**src/rtl/val_pkg.sv**
```systemverilog
// ============================================================================
// val_pkg
// Shared types, constants and the control program of the vector
// acceleration limiter.
// ============================================================================
`default_nettype none

package val_pkg;

    localparam int SPEED_BITS_DEF = 16;
    localparam int CFG_BITS       = 16;
    localparam logic [CFG_BITS-1:0] MAX_STEP_RST = 16'd819;

    localparam int PC_BITS = 5;
    typedef logic [PC_BITS-1:0] pc_t;

    localparam pc_t ST_LOAD    = 5'd0;
    localparam pc_t ST_DIFF    = 5'd1;
    localparam pc_t ST_MAG     = 5'd2;
    localparam pc_t ST_SQX     = 5'd3;
    localparam pc_t ST_SQY     = 5'd4;
    localparam pc_t ST_ADD     = 5'd5;
    localparam pc_t ST_SQRT    = 5'd6;
    localparam pc_t ST_CMP     = 5'd7;
    localparam pc_t ST_MULX    = 5'd8;
    localparam pc_t ST_DINITX  = 5'd9;
    localparam pc_t ST_DIVX    = 5'd10;
    localparam pc_t ST_APPLYX  = 5'd11;
    localparam pc_t ST_MULY    = 5'd12;
    localparam pc_t ST_DINITY  = 5'd13;
    localparam pc_t ST_DIVY    = 5'd14;
    localparam pc_t ST_APPLYY  = 5'd15;
    localparam pc_t ST_EMIT    = 5'd16;

    typedef enum logic [3:0] {
        OP_NOP,
        OP_LOAD,
        OP_DIFF,
        OP_MAG,
        OP_SQX,
        OP_SQY,
        OP_ADD,
        OP_SQ_STEP,
        OP_CMP,
        OP_MUL,
        OP_DIV_INIT,
        OP_DIV_STEP,
        OP_APPLY,
        OP_EMIT
    } op_t;

    typedef enum logic [2:0] {
        C_NONE,
        C_ALWAYS,
        C_NO_IN,
        C_OUT_BUSY,
        C_CNT_NZ,
        C_NOT_LIM
    } cond_t;

    typedef struct packed {
        op_t   op;
        cond_t wait_c;
        cond_t jmp_c;
        pc_t   target;
        logic  sel_y;
    } ctrl_t;

    typedef struct packed {
        logic cnt_nz;
        logic not_lim;
    } dp_stat_t;

    function automatic ctrl_t mk(op_t op, cond_t w, cond_t j, pc_t t, logic s);
        ctrl_t c;
        c.op     = op;
        c.wait_c = w;
        c.jmp_c  = j;
        c.target = t;
        c.sel_y  = s;
        return c;
    endfunction

    function automatic ctrl_t ucode(pc_t pc);
        ctrl_t c;
        case (pc)
            ST_LOAD:   c = mk(OP_LOAD,      C_NO_IN,    C_NONE,    ST_LOAD,   1'b0);
            ST_DIFF:   c = mk(OP_DIFF,      C_NONE,     C_NONE,    ST_LOAD,   1'b0);
            ST_MAG:    c = mk(OP_MAG,       C_NONE,     C_NONE,    ST_LOAD,   1'b0);
            ST_SQX:    c = mk(OP_SQX,       C_NONE,     C_NONE,    ST_LOAD,   1'b0);
            ST_SQY:    c = mk(OP_SQY,       C_NONE,     C_NONE,    ST_LOAD,   1'b0);
            ST_ADD:    c = mk(OP_ADD,       C_NONE,     C_NONE,    ST_LOAD,   1'b0);
            ST_SQRT:   c = mk(OP_SQ_STEP,   C_NONE,     C_CNT_NZ,  ST_SQRT,   1'b0);
            ST_CMP:    c = mk(OP_CMP,       C_NONE,     C_NOT_LIM, ST_EMIT,   1'b0);
            ST_MULX:   c = mk(OP_MUL,       C_NONE,     C_NONE,    ST_LOAD,   1'b0);
            ST_DINITX: c = mk(OP_DIV_INIT,  C_NONE,     C_NONE,    ST_LOAD,   1'b0);
            ST_DIVX:   c = mk(OP_DIV_STEP,  C_NONE,     C_CNT_NZ,  ST_DIVX,   1'b0);
            ST_APPLYX: c = mk(OP_APPLY,     C_NONE,     C_NONE,    ST_LOAD,   1'b0);
            ST_MULY:   c = mk(OP_MUL,       C_NONE,     C_NONE,    ST_LOAD,   1'b1);
            ST_DINITY: c = mk(OP_DIV_INIT,  C_NONE,     C_NONE,    ST_LOAD,   1'b1);
            ST_DIVY:   c = mk(OP_DIV_STEP,  C_NONE,     C_CNT_NZ,  ST_DIVY,   1'b1);
            ST_APPLYY: c = mk(OP_APPLY,     C_NONE,     C_NONE,    ST_LOAD,   1'b1);
            ST_EMIT:   c = mk(OP_EMIT,      C_OUT_BUSY, C_ALWAYS,  ST_LOAD,   1'b0);
            default:   c = mk(OP_NOP,       C_NONE,     C_ALWAYS,  ST_LOAD,   1'b0);
        endcase
        return c;
    endfunction

endpackage

`default_nettype wire

```
**src/rtl/val_dp.sv**
```systemverilog
// ============================================================================
// val_dp
// Datapath of the limiter: difference, shared multiplier, bit-serial
// square root and divider, saturation, previous-output state.
// ============================================================================
`default_nettype none

module val_dp #(
    parameter int SPEED_BITS = val_pkg::SPEED_BITS_DEF
) (
    input  wire logic                              clk,
    input  wire logic                              rst_n,
    input  wire val_pkg::ctrl_t                    ctrl,
    input  wire logic                              en,
    input  wire logic signed [SPEED_BITS-1:0]      cmd_x,
    input  wire logic signed [SPEED_BITS-1:0]      cmd_y,
    input  wire logic                              cfg_we,
    input  wire logic [val_pkg::CFG_BITS-1:0]      cfg_wdata,
    output val_pkg::dp_stat_t                      stat,
    output logic signed [SPEED_BITS-1:0]           res_x,
    output logic signed [SPEED_BITS-1:0]           res_y,
    output logic                                   lim
);

    localparam int SB = SPEED_BITS;
    localparam int QW = SB + 1;
    localparam int OW = (QW > val_pkg::CFG_BITS) ? QW : val_pkg::CFG_BITS;
    localparam int RW = 2 * QW;
    localparam int PW = 2 * OW;
    localparam int CW = $clog2(QW);

    localparam logic signed [SB-1:0] SAT_HI = {1'b0, {(SB-1){1'b1}}};
    localparam logic signed [SB-1:0] SAT_LO = {1'b1, {(SB-1){1'b0}}};

    logic signed [SB-1:0]  cx_reg, cx_next, cy_reg, cy_next;
    logic signed [SB-1:0]  prev_x_reg, prev_x_next, prev_y_reg, prev_y_next;
    logic signed [SB:0]    dx_reg, dx_next, dy_reg, dy_next;
    logic [QW-1:0]         mx_reg, mx_next, my_reg, my_next;
    logic                  nx_reg, nx_next, ny_reg, ny_next;
    logic [PW-1:0]         prod_reg, prod_next;
    logic [RW-1:0]         acc_reg, acc_next;
    logic [RW-1:0]         sh_reg, sh_next;
    logic [QW+1:0]         rem_reg, rem_next;
    logic [QW-1:0]         root_reg, root_next;
    logic [CW-1:0]         cnt_reg, cnt_next;
    logic signed [SB-1:0]  res_x_reg, res_x_next, res_y_reg, res_y_next;
    logic                  lim_reg, lim_next;
    logic [val_pkg::CFG_BITS-1:0] max_step_reg;

    logic [OW-1:0]         mul_a, mul_b;
    logic [PW-1:0]         mul_p;
    logic [QW-1:0]         msel;
    logic                  nsel;
    logic signed [SB-1:0]  psel;
    logic [QW+3:0]         sq_t, sq_trial, sq_diff;
    logic                  sq_ge;
    logic [QW+1:0]         dv_t, dv_d, dv_diff;
    logic                  dv_ge;
    logic [PW-1:0]         prod_hi;
    logic signed [SB+1:0]  ap_q, ap_sum;
    logic signed [SB-1:0]  ap_sat;
    logic                  not_lim;

    assign msel = ctrl.sel_y ? my_reg : mx_reg;
    assign nsel = ctrl.sel_y ? ny_reg : nx_reg;
    assign psel = ctrl.sel_y ? prev_y_reg : prev_x_reg;

    always_comb
    begin
        case (ctrl.op)
            val_pkg::OP_SQX:
            begin
                mul_a = OW'(mx_reg);
                mul_b = OW'(mx_reg);
            end
            val_pkg::OP_SQY:
            begin
                mul_a = OW'(my_reg);
                mul_b = OW'(my_reg);
            end
            default:
            begin
                mul_a = OW'(msel);
                mul_b = OW'(max_step_reg);
            end
        endcase
    end

    assign mul_p = mul_a * mul_b;

    // square root: two radicand bits per step
    assign sq_t     = {rem_reg, sh_reg[RW-1 -: 2]};
    assign sq_trial = {2'b00, root_reg, 2'b01};
    assign sq_ge    = (sq_t >= sq_trial);
    assign sq_diff  = sq_t - sq_trial;

    // restoring division by the length, one quotient bit per step;
    // the quotient is below |d| so SB bits hold it
    assign dv_t    = {rem_reg[QW:0], sh_reg[SB-1]};
    assign dv_d    = {2'b00, root_reg};
    assign dv_ge   = (dv_t >= dv_d);
    assign dv_diff = dv_t - dv_d;

    assign prod_hi = prod_reg >> SB;

    assign ap_q   = nsel ? -$signed({2'b00, sh_reg[SB-1:0]}) : $signed({2'b00, sh_reg[SB-1:0]});
    assign ap_sum = {{2{psel[SB-1]}}, psel} + ap_q;

    always_comb
    begin
        if ((ap_sum[SB+1] == ap_sum[SB]) && (ap_sum[SB] == ap_sum[SB-1]))
        begin
            ap_sat = ap_sum[SB-1:0];
        end
        else if (ap_sum[SB+1])
        begin
            ap_sat = SAT_LO;
        end
        else
        begin
            ap_sat = SAT_HI;
        end
    end

    assign not_lim = !(OW'(root_reg) > OW'(max_step_reg));

    always_comb
    begin
        cx_next     = cx_reg;
        cy_next     = cy_reg;
        prev_x_next = prev_x_reg;
        prev_y_next = prev_y_reg;
        dx_next     = dx_reg;
        dy_next     = dy_reg;
        mx_next     = mx_reg;
        my_next     = my_reg;
        nx_next     = nx_reg;
        ny_next     = ny_reg;
        prod_next   = prod_reg;
        acc_next    = acc_reg;
        sh_next     = sh_reg;
        rem_next    = rem_reg;
        root_next   = root_reg;
        cnt_next    = cnt_reg;
        res_x_next  = res_x_reg;
        res_y_next  = res_y_reg;
        lim_next    = lim_reg;
        if (en)
        begin
            case (ctrl.op)
                val_pkg::OP_LOAD:
                begin
                    cx_next = cmd_x;
                    cy_next = cmd_y;
                end
                val_pkg::OP_DIFF:
                begin
                    dx_next = {cx_reg[SB-1], cx_reg} - {prev_x_reg[SB-1], prev_x_reg};
                    dy_next = {cy_reg[SB-1], cy_reg} - {prev_y_reg[SB-1], prev_y_reg};
                end
                val_pkg::OP_MAG:
                begin
                    nx_next = dx_reg[SB];
                    ny_next = dy_reg[SB];
                    mx_next = dx_reg[SB] ? QW'(-dx_reg) : QW'(dx_reg);
                    my_next = dy_reg[SB] ? QW'(-dy_reg) : QW'(dy_reg);
                end
                val_pkg::OP_SQX:
                begin
                    prod_next = mul_p;
                end
                val_pkg::OP_SQY:
                begin
                    acc_next  = prod_reg[RW-1:0];
                    prod_next = mul_p;
                end
                val_pkg::OP_ADD:
                begin
                    sh_next   = acc_reg + prod_reg[RW-1:0];
                    rem_next  = '0;
                    root_next = '0;
                    cnt_next  = CW'(SB);
                end
                val_pkg::OP_SQ_STEP:
                begin
                    rem_next  = sq_ge ? sq_diff[QW+1:0] : sq_t[QW+1:0];
                    root_next = {root_reg[QW-2:0], sq_ge};
                    sh_next   = {sh_reg[RW-3:0], 2'b00};
                    cnt_next  = cnt_reg - 1'b1;
                end
                val_pkg::OP_CMP:
                begin
                    lim_next   = !not_lim;
                    res_x_next = cx_reg;
                    res_y_next = cy_reg;
                end
                val_pkg::OP_MUL:
                begin
                    prod_next = mul_p;
                end
                val_pkg::OP_DIV_INIT:
                begin
                    rem_next = prod_hi[QW+1:0];
                    sh_next  = RW'(prod_reg[SB-1:0]);
                    cnt_next = CW'(SB-1);
                end
                val_pkg::OP_DIV_STEP:
                begin
                    rem_next = dv_ge ? dv_diff : dv_t;
                    sh_next  = RW'({sh_reg[SB-2:0], dv_ge});
                    cnt_next = cnt_reg - 1'b1;
                end
                val_pkg::OP_APPLY:
                begin
                    if (ctrl.sel_y)
                    begin
                        res_y_next = ap_sat;
                    end
                    else
                    begin
                        res_x_next = ap_sat;
                    end
                end
                val_pkg::OP_EMIT:
                begin
                    prev_x_next = res_x_reg;
                    prev_y_next = res_y_reg;
                end
                default:
                begin
                end
            endcase
        end
    end

    always_ff @(posedge clk or negedge rst_n)
    begin
        if (!rst_n)
        begin
            prev_x_reg   <= '0;
            prev_y_reg   <= '0;
            cnt_reg      <= '0;
            lim_reg      <= 1'b0;
            max_step_reg <= val_pkg::MAX_STEP_RST;
        end
        else
        begin
            prev_x_reg <= prev_x_next;
            prev_y_reg <= prev_y_next;
            cnt_reg    <= cnt_next;
            lim_reg    <= lim_next;
            if (cfg_we)
            begin
                max_step_reg <= cfg_wdata;
            end
        end
    end

    always_ff @(posedge clk)
    begin
        cx_reg    <= cx_next;
        cy_reg    <= cy_next;
        dx_reg    <= dx_next;
        dy_reg    <= dy_next;
        mx_reg    <= mx_next;
        my_reg    <= my_next;
        nx_reg    <= nx_next;
        ny_reg    <= ny_next;
        prod_reg  <= prod_next;
        acc_reg   <= acc_next;
        sh_reg    <= sh_next;
        rem_reg   <= rem_next;
        root_reg  <= root_next;
        res_x_reg <= res_x_next;
        res_y_reg <= res_y_next;
    end

    assign stat  = {(cnt_reg != '0), not_lim};
    assign res_x = res_x_reg;
    assign res_y = res_y_reg;
    assign lim   = lim_reg;

endmodule

`default_nettype wire

```
**src/rtl/vector_acceleration_limiter_top.sv**
```systemverilog
// ============================================================================
// vector_acceleration_limiter_top
// Limits the change of a planar speed pair per tick to a configured
// vector length, scaling the change along its own direction.
// ============================================================================
//
//  channel   | direction | tdata (low bit up)      | tuser
//  ----------+-----------+-------------------------+-------------
//  s_axis    | in        | cmd_x, cmd_y, zero pad  | -
//  m_axis    | out       | out_x, out_y, zero pad  | was_limited
//  cfg       | in        | max_step (write only)   | -
//
//  A microcoded sequencer runs one item at a time; a limited item also
//  scales both components, each by a multiply and a bit-serial divide.
//  The square root and the divider are bit-serial loops.
//  Reset clears the sequencer and the previous pair and sets max_step to 819.
//  The result register holds while m_axis stalls; the next item is
//  accepted meanwhile and waits only at its own emit step.
//
`default_nettype none

module vector_acceleration_limiter_top #(
    parameter int SPEED_BITS = val_pkg::SPEED_BITS_DEF
) (
    input  wire logic                          clk,
    input  wire logic                          rst_n,
    input  wire logic                          s_axis_tvalid,
    output logic                               s_axis_tready,
    // cmd_x, cmd_y, zero pad
    input  wire logic [((2*SPEED_BITS+7)/8)*8-1:0] s_axis_tdata,
    output logic                               m_axis_tvalid,
    input  wire logic                          m_axis_tready,
    // out_x, out_y, zero pad
    output logic [((2*SPEED_BITS+7)/8)*8-1:0]  m_axis_tdata,
    // was_limited
    output logic                               m_axis_tuser,
    input  wire logic                          cfg_we,
    input  wire logic [val_pkg::CFG_BITS-1:0]  cfg_wdata
);

    localparam int SB  = SPEED_BITS;
    localparam int TW  = ((2*SB+7)/8)*8;

    val_pkg::pc_t      pc_reg, pc_next;
    val_pkg::ctrl_t    ctrl;
    val_pkg::dp_stat_t stat;
    logic              wait_now, jmp_now, en;
    logic              out_busy;

    logic                  out_valid_reg, out_valid_next;
    logic signed [SB-1:0]  out_x_reg, out_y_reg;
    logic                  out_lim_reg;
    logic signed [SB-1:0]  res_x, res_y;
    logic                  lim;

    function automatic logic cond_eval(val_pkg::cond_t c, logic in_v, logic busy,
                                       val_pkg::dp_stat_t st);
        logic r;
        case (c)
            val_pkg::C_ALWAYS:   r = 1'b1;
            val_pkg::C_NO_IN:    r = !in_v;
            val_pkg::C_OUT_BUSY: r = busy;
            val_pkg::C_CNT_NZ:   r = st.cnt_nz;
            val_pkg::C_NOT_LIM:  r = st.not_lim;
            default:             r = 1'b0;
        endcase
        return r;
    endfunction

    assign ctrl     = val_pkg::ucode(pc_reg);
    assign out_busy = out_valid_reg && !m_axis_tready;
    assign wait_now = cond_eval(ctrl.wait_c, s_axis_tvalid, out_busy, stat);
    assign jmp_now  = cond_eval(ctrl.jmp_c, s_axis_tvalid, out_busy, stat);
    assign en       = !wait_now;

    always_comb
    begin
        if (wait_now)
        begin
            pc_next = pc_reg;
        end
        else if (jmp_now)
        begin
            pc_next = ctrl.target;
        end
        else
        begin
            pc_next = pc_reg + 1'b1;
        end
    end

    always_comb
    begin
        out_valid_next = out_valid_reg && !m_axis_tready;
        if (en && (ctrl.op == val_pkg::OP_EMIT))
        begin
            out_valid_next = 1'b1;
        end
    end

    always_ff @(posedge clk or negedge rst_n)
    begin
        if (!rst_n)
        begin
            pc_reg        <= val_pkg::ST_LOAD;
            out_valid_reg <= 1'b0;
        end
        else
        begin
            pc_reg        <= pc_next;
            out_valid_reg <= out_valid_next;
        end
    end

    always_ff @(posedge clk)
    begin
        if (en && (ctrl.op == val_pkg::OP_EMIT))
        begin
            out_x_reg   <= res_x;
            out_y_reg   <= res_y;
            out_lim_reg <= lim;
        end
    end

    val_dp #(
        .SPEED_BITS (SPEED_BITS)
    ) u_dp (
        .clk       (clk),
        .rst_n     (rst_n),
        .ctrl      (ctrl),
        .en        (en),
        .cmd_x     (s_axis_tdata[SB-1:0]),
        .cmd_y     (s_axis_tdata[2*SB-1:SB]),
        .cfg_we    (cfg_we),
        .cfg_wdata (cfg_wdata),
        .stat      (stat),
        .res_x     (res_x),
        .res_y     (res_y),
        .lim       (lim)
    );

    assign s_axis_tready = (ctrl.op == val_pkg::OP_LOAD);
    assign m_axis_tvalid = out_valid_reg;
    assign m_axis_tdata  = TW'({out_y_reg, out_x_reg});
    assign m_axis_tuser  = out_lim_reg;

endmodule

`default_nettype wire

```
**config.mk**
```make
export PLATFORM = sky130hd
export DESIGN_NAME = vector_acceleration_limiter_top
export DESIGN_NICKNAME = d
export VERILOG_FILES = /design/src/rtl/val_pkg.sv /design/src/rtl/val_dp.sv /design/src/rtl/vector_acceleration_limiter_top.sv
export SDC_FILE = /design/constraint.sdc
export NUM_CORES = 2
export LEC_CHECK = 0
export BUFFER_PORTS_ARGS = -buffer_cell sky130_fd_sc_hd__buf_2
export CAP_MARGIN = 20
export CORE_ASPECT_RATIO = 1.75
export CORE_UTILIZATION = 55
export CTS_CLUSTER_DIAMETER = 120
export DETAILED_ROUTE_END_ITERATION = 7
export GPL_TIMING_DRIVEN = 0
export HOLD_SLACK_MARGIN = 0.12
export PLACE_DENSITY = 0.72
export SLEW_MARGIN = 0
export SYNTH_ARGS = -nofsm -noshare
export SYNTH_HDL_FRONTEND = slang
export SYNTH_SLANG_ARGS = --single-unit
```
**constraint.sdc**
```tcl
create_clock -name clk -period 11.85 [get_ports clk]
set_input_delay 0 -clock clk [delete_from_list [all_inputs] [get_ports clk]]
set_output_delay 0 -clock clk [all_outputs]
set_load 0.01 [all_outputs]
```
==> metrics.md <==
| Metric | Value |
|---|---|
| Hold endpoint | `u_dp.cy_reg[10]` |
| Distinct cells, synth | `87` |
| CTS root buf | `clkbuf_16` |
| CTS buffer count | `38` |
| Crit path kind | `reg2reg` |
| Synthesized flop and latch total | `approximately 370` |
| Worst r2r src | `pc_reg[1]` |
| Area grow syn2layout | `12.3%` |
| Unrepaired setup endpoints after global routing | `no` |
| Vias per cell | `a little over 6` |
| Outcome | `completed` |
| TNS Setup | `0 ns` |
| Die area | `between 50000 and 60000 um^2` |
| Via count | `~25000` |
| TritonRoute pass-1 iters | `8` |
| Met2 usage | `0.645` |
| Initial antenna violation count | `0` |
| Final critical-path required period | `between 10 and 15 ns` |
| Most frequent cells in the layout | `inv_1, nand2_1, edfxtp_1` |
| Pre-CTS setup slack | `1.74 ns` |
| Initial core utilization | `0.559` |
| Grt met1 use | `0.347` |
| Die W | `~180 um` |
| Slew headroom | `0.179` |
| DRC | `0` |
| Avg Cell Area, Syn | `approximately 9.8 um^2` |
| Worst endpoint data arrival time | `about 11 ns` |
| Post-synthesis async set-or-reset flop share | `0.164` |
| Nets | `3897` |
| IO Port Bufs | `87` |
| Slowest-stage cell, CP | `a21oi_1` |
| WL/cell | `roughly 24 um` |
| Post_cts resized | `0` |
| Worst-path maximum fanout | `10` |
| Commonest non-fill, non-tap cell in the layout | `inv_1` |
| Largest net degree at the start of global routing | `46` |
| Grt met3 use | `0.0469` |
| Layout cells sized above 1 | `0.0758` |
| Crit end category | `flop` |
| Final setup margin | `1.53 ns` |
| Syn Nets | `around 3700` |
| Final Max Slew Viols | `0` |
| First-pass GRT wire length | `150000 um` |
| Clock buffer depth | `3` |
| Post-synthesis cell count | `roughly 3100` |
| Slowest stage delay, CP | `roughly 0.95 ns` |
| # rows | `~110` |
| DRT Wirelength | `99400 um` |
| Final Hold Fails | `0` |
| Clock transition at path regs | `~0.06 ns` |
| Htree depth | `2` |
| Seq/Total Area, Yosys | `0.350` |
| # setup viols final | `0` |
| Hold path cells | `2` |
| Tightest Hold Check Type | `in2reg` |
| Cell area after synthesis | `just over 30000 um^2` |
| Number of synthesized flops with an enable pin | `305` |
| Tightest Pin Transition | `about 1.2 ns` |
| FF-to-FF End | `u_dp.prod_reg[33]` |
| GRT Max-Usage Layer | `met2` |
| Floorplan core area | `between 50000 and 60000 um^2` |
| Antenna cells | `0` |
| Worst R2R Path Depth | `27` |
| Final period util | `0.871` |
| Ys Warns | `0` |
| Hold Crit Start | `s_axis_tdata[26]` |
| Gpl congestion | `between 1 and 1.5` |
| Ys flop type | `edfxtp_1` |
| Boundary Pins | `88` |
| Tot GR Track Use | `0.358` |
| Crit path launch type | `flop` |
| CTS tree | `built` |
| Fillers | `approximately 4500` |
| Max-cap viol count | `0` |
| DPL Wire Length | `roughly 80000 um` |
| CP dominant cell by count | `fa_1` |
| Die H | `approximately 310 um` |
| GR Overflow Total | `0` |
| WHS | `0.147 ns` |
| Flop-to-flop setup slack | `approximately 1.5 ns` |
| Initial DRC Count | `1690` |
| Critical Path RT | `about 12 ns` |
| Clock sink count | `between 300 and 400` |
| Vias in the first global route | `~26000` |
| Setup Skew | `about 0.022 ns` |
| Max Fclk | `between 90 and 100 MHz` |
| Post-route ant nets | `0` |
| Clock Latency Late Sink | `between 0.5 and 0.6 ns` |
[routing by layer]
layer	vias up	share of wire
li1	11100	-
met1	12100	0.32
met2	1085	0.51
met3	372	0.053
met4	0	0.11
met5	-	0
[layout make-up]
type	instances	area [um^2]	share of cell area
Timing Repair Buffer	198	1580	0.0462
Clock buffer	46	1000	0.0292
Sequential cell	365	10700	0.311
Inverter	404	1520	0.0443
Multi-Input combinational cell	2265	18000	0.524
Clock inverter	22	265	0.00774
Buffer	91	398	0.0116
Tap cell	690	863	0.0252
[worst max-delay path, delay by kind of cell (launching register included)]
kind / cells / cell delay, ns
flops: 1 / 0.46
simple gates: 7 / 2.43
fa+ha+maj: 9 / 4.02
compound gates: 6 / 2.31
buf+inv: 4 / 0.61
xor+xnor: 1 / 0.29
[cells in the mapped netlist, drive strengths merged (20+ instances only)]
library cell / number / share of area
nor2: 292 / 0.036
xor2: 41 / 0.012
xnor2: 122 / 0.035
inv: 402 / 0.049
a21oi: 174 / 0.030
o31ai: 21 / 0.0052
nor2b: 35 / 0.0073
clkbuf: 71 / 0.0087
nor3: 40 / 0.0069
o21ai: 209 / 0.035
ha: 252 / 0.10
nand3: 39 / 0.0064
buf: 20 / 0.0043
a21o: 67 / 0.016
dfrtp: 54 / 0.044
nand2: 374 / 0.046
nand2b: 32 / 0.0066
mux2: 24 / 0.0089
mux2i: 34 / 0.011
edfxtp: 305 / 0.30
o21a: 25 / 0.0062
fa: 229 / 0.15
[worst max path at each step]
| stage | from | end | slack, ns |
|---|---|---|---|
| finish | pc_reg[1] | u_dp.prod_reg[33] | 1.53 |
| global route | pc_reg[0] | u_dp.prod_reg[33] | 1.18 |
| CTS | pc_reg[0] | u_dp.prod_reg[33] | 1.65 |
| detailed placement | pc_reg[1] | u_dp.prod_reg[33] | 1.74 |
| global placement | pc_reg[0] | u_dp.prod_reg[33] | 1.78 |
| floorplan | pc_reg[0] | u_dp.prod_reg[33] | 4.06 |
[cells by family (layout without fill, tap and decap cells)]
| group | count (synthesis) | in the layout | synth area share |
|---|---|---|---|
| DFF | 365 | 365 | 0.350 |
| AOI/OAI and AO/OA | 652 | 652 | 0.136 |
| buffers and inverters | 495 | 761 | 0.0628 |
| xor gates and xnor gates | 163 | 163 | 0.0470 |
| adders and majority gates | 481 | 481 | 0.254 |
| and+or+nand+nor | 911 | 911 | 0.131 |
| muxes | 58 | 58 | 0.0200 |
[metrics by stage]
stage	instances	utilization	area, um^2
2_1_floorplan	3125	-	30500
3_3_place_gp	3902	0.583	31800
3_5_place_dp	3918	0.587	32000
4_1_cts	4081	0.628	34300
5_1_grt	4081	0.628	34300
6_report	4081	0.628	34300
[repair_timing]
action | 4_1_cts | 5_1_grt
endpoints found under the hold margin | 115 | 0
hold buffers | 95 | 0
buffers inserted | 0 | 0
Power is left out: the tool's default activity adds up to more than one toggle a clock period on the data nets, which glitch-free logic cannot reach.
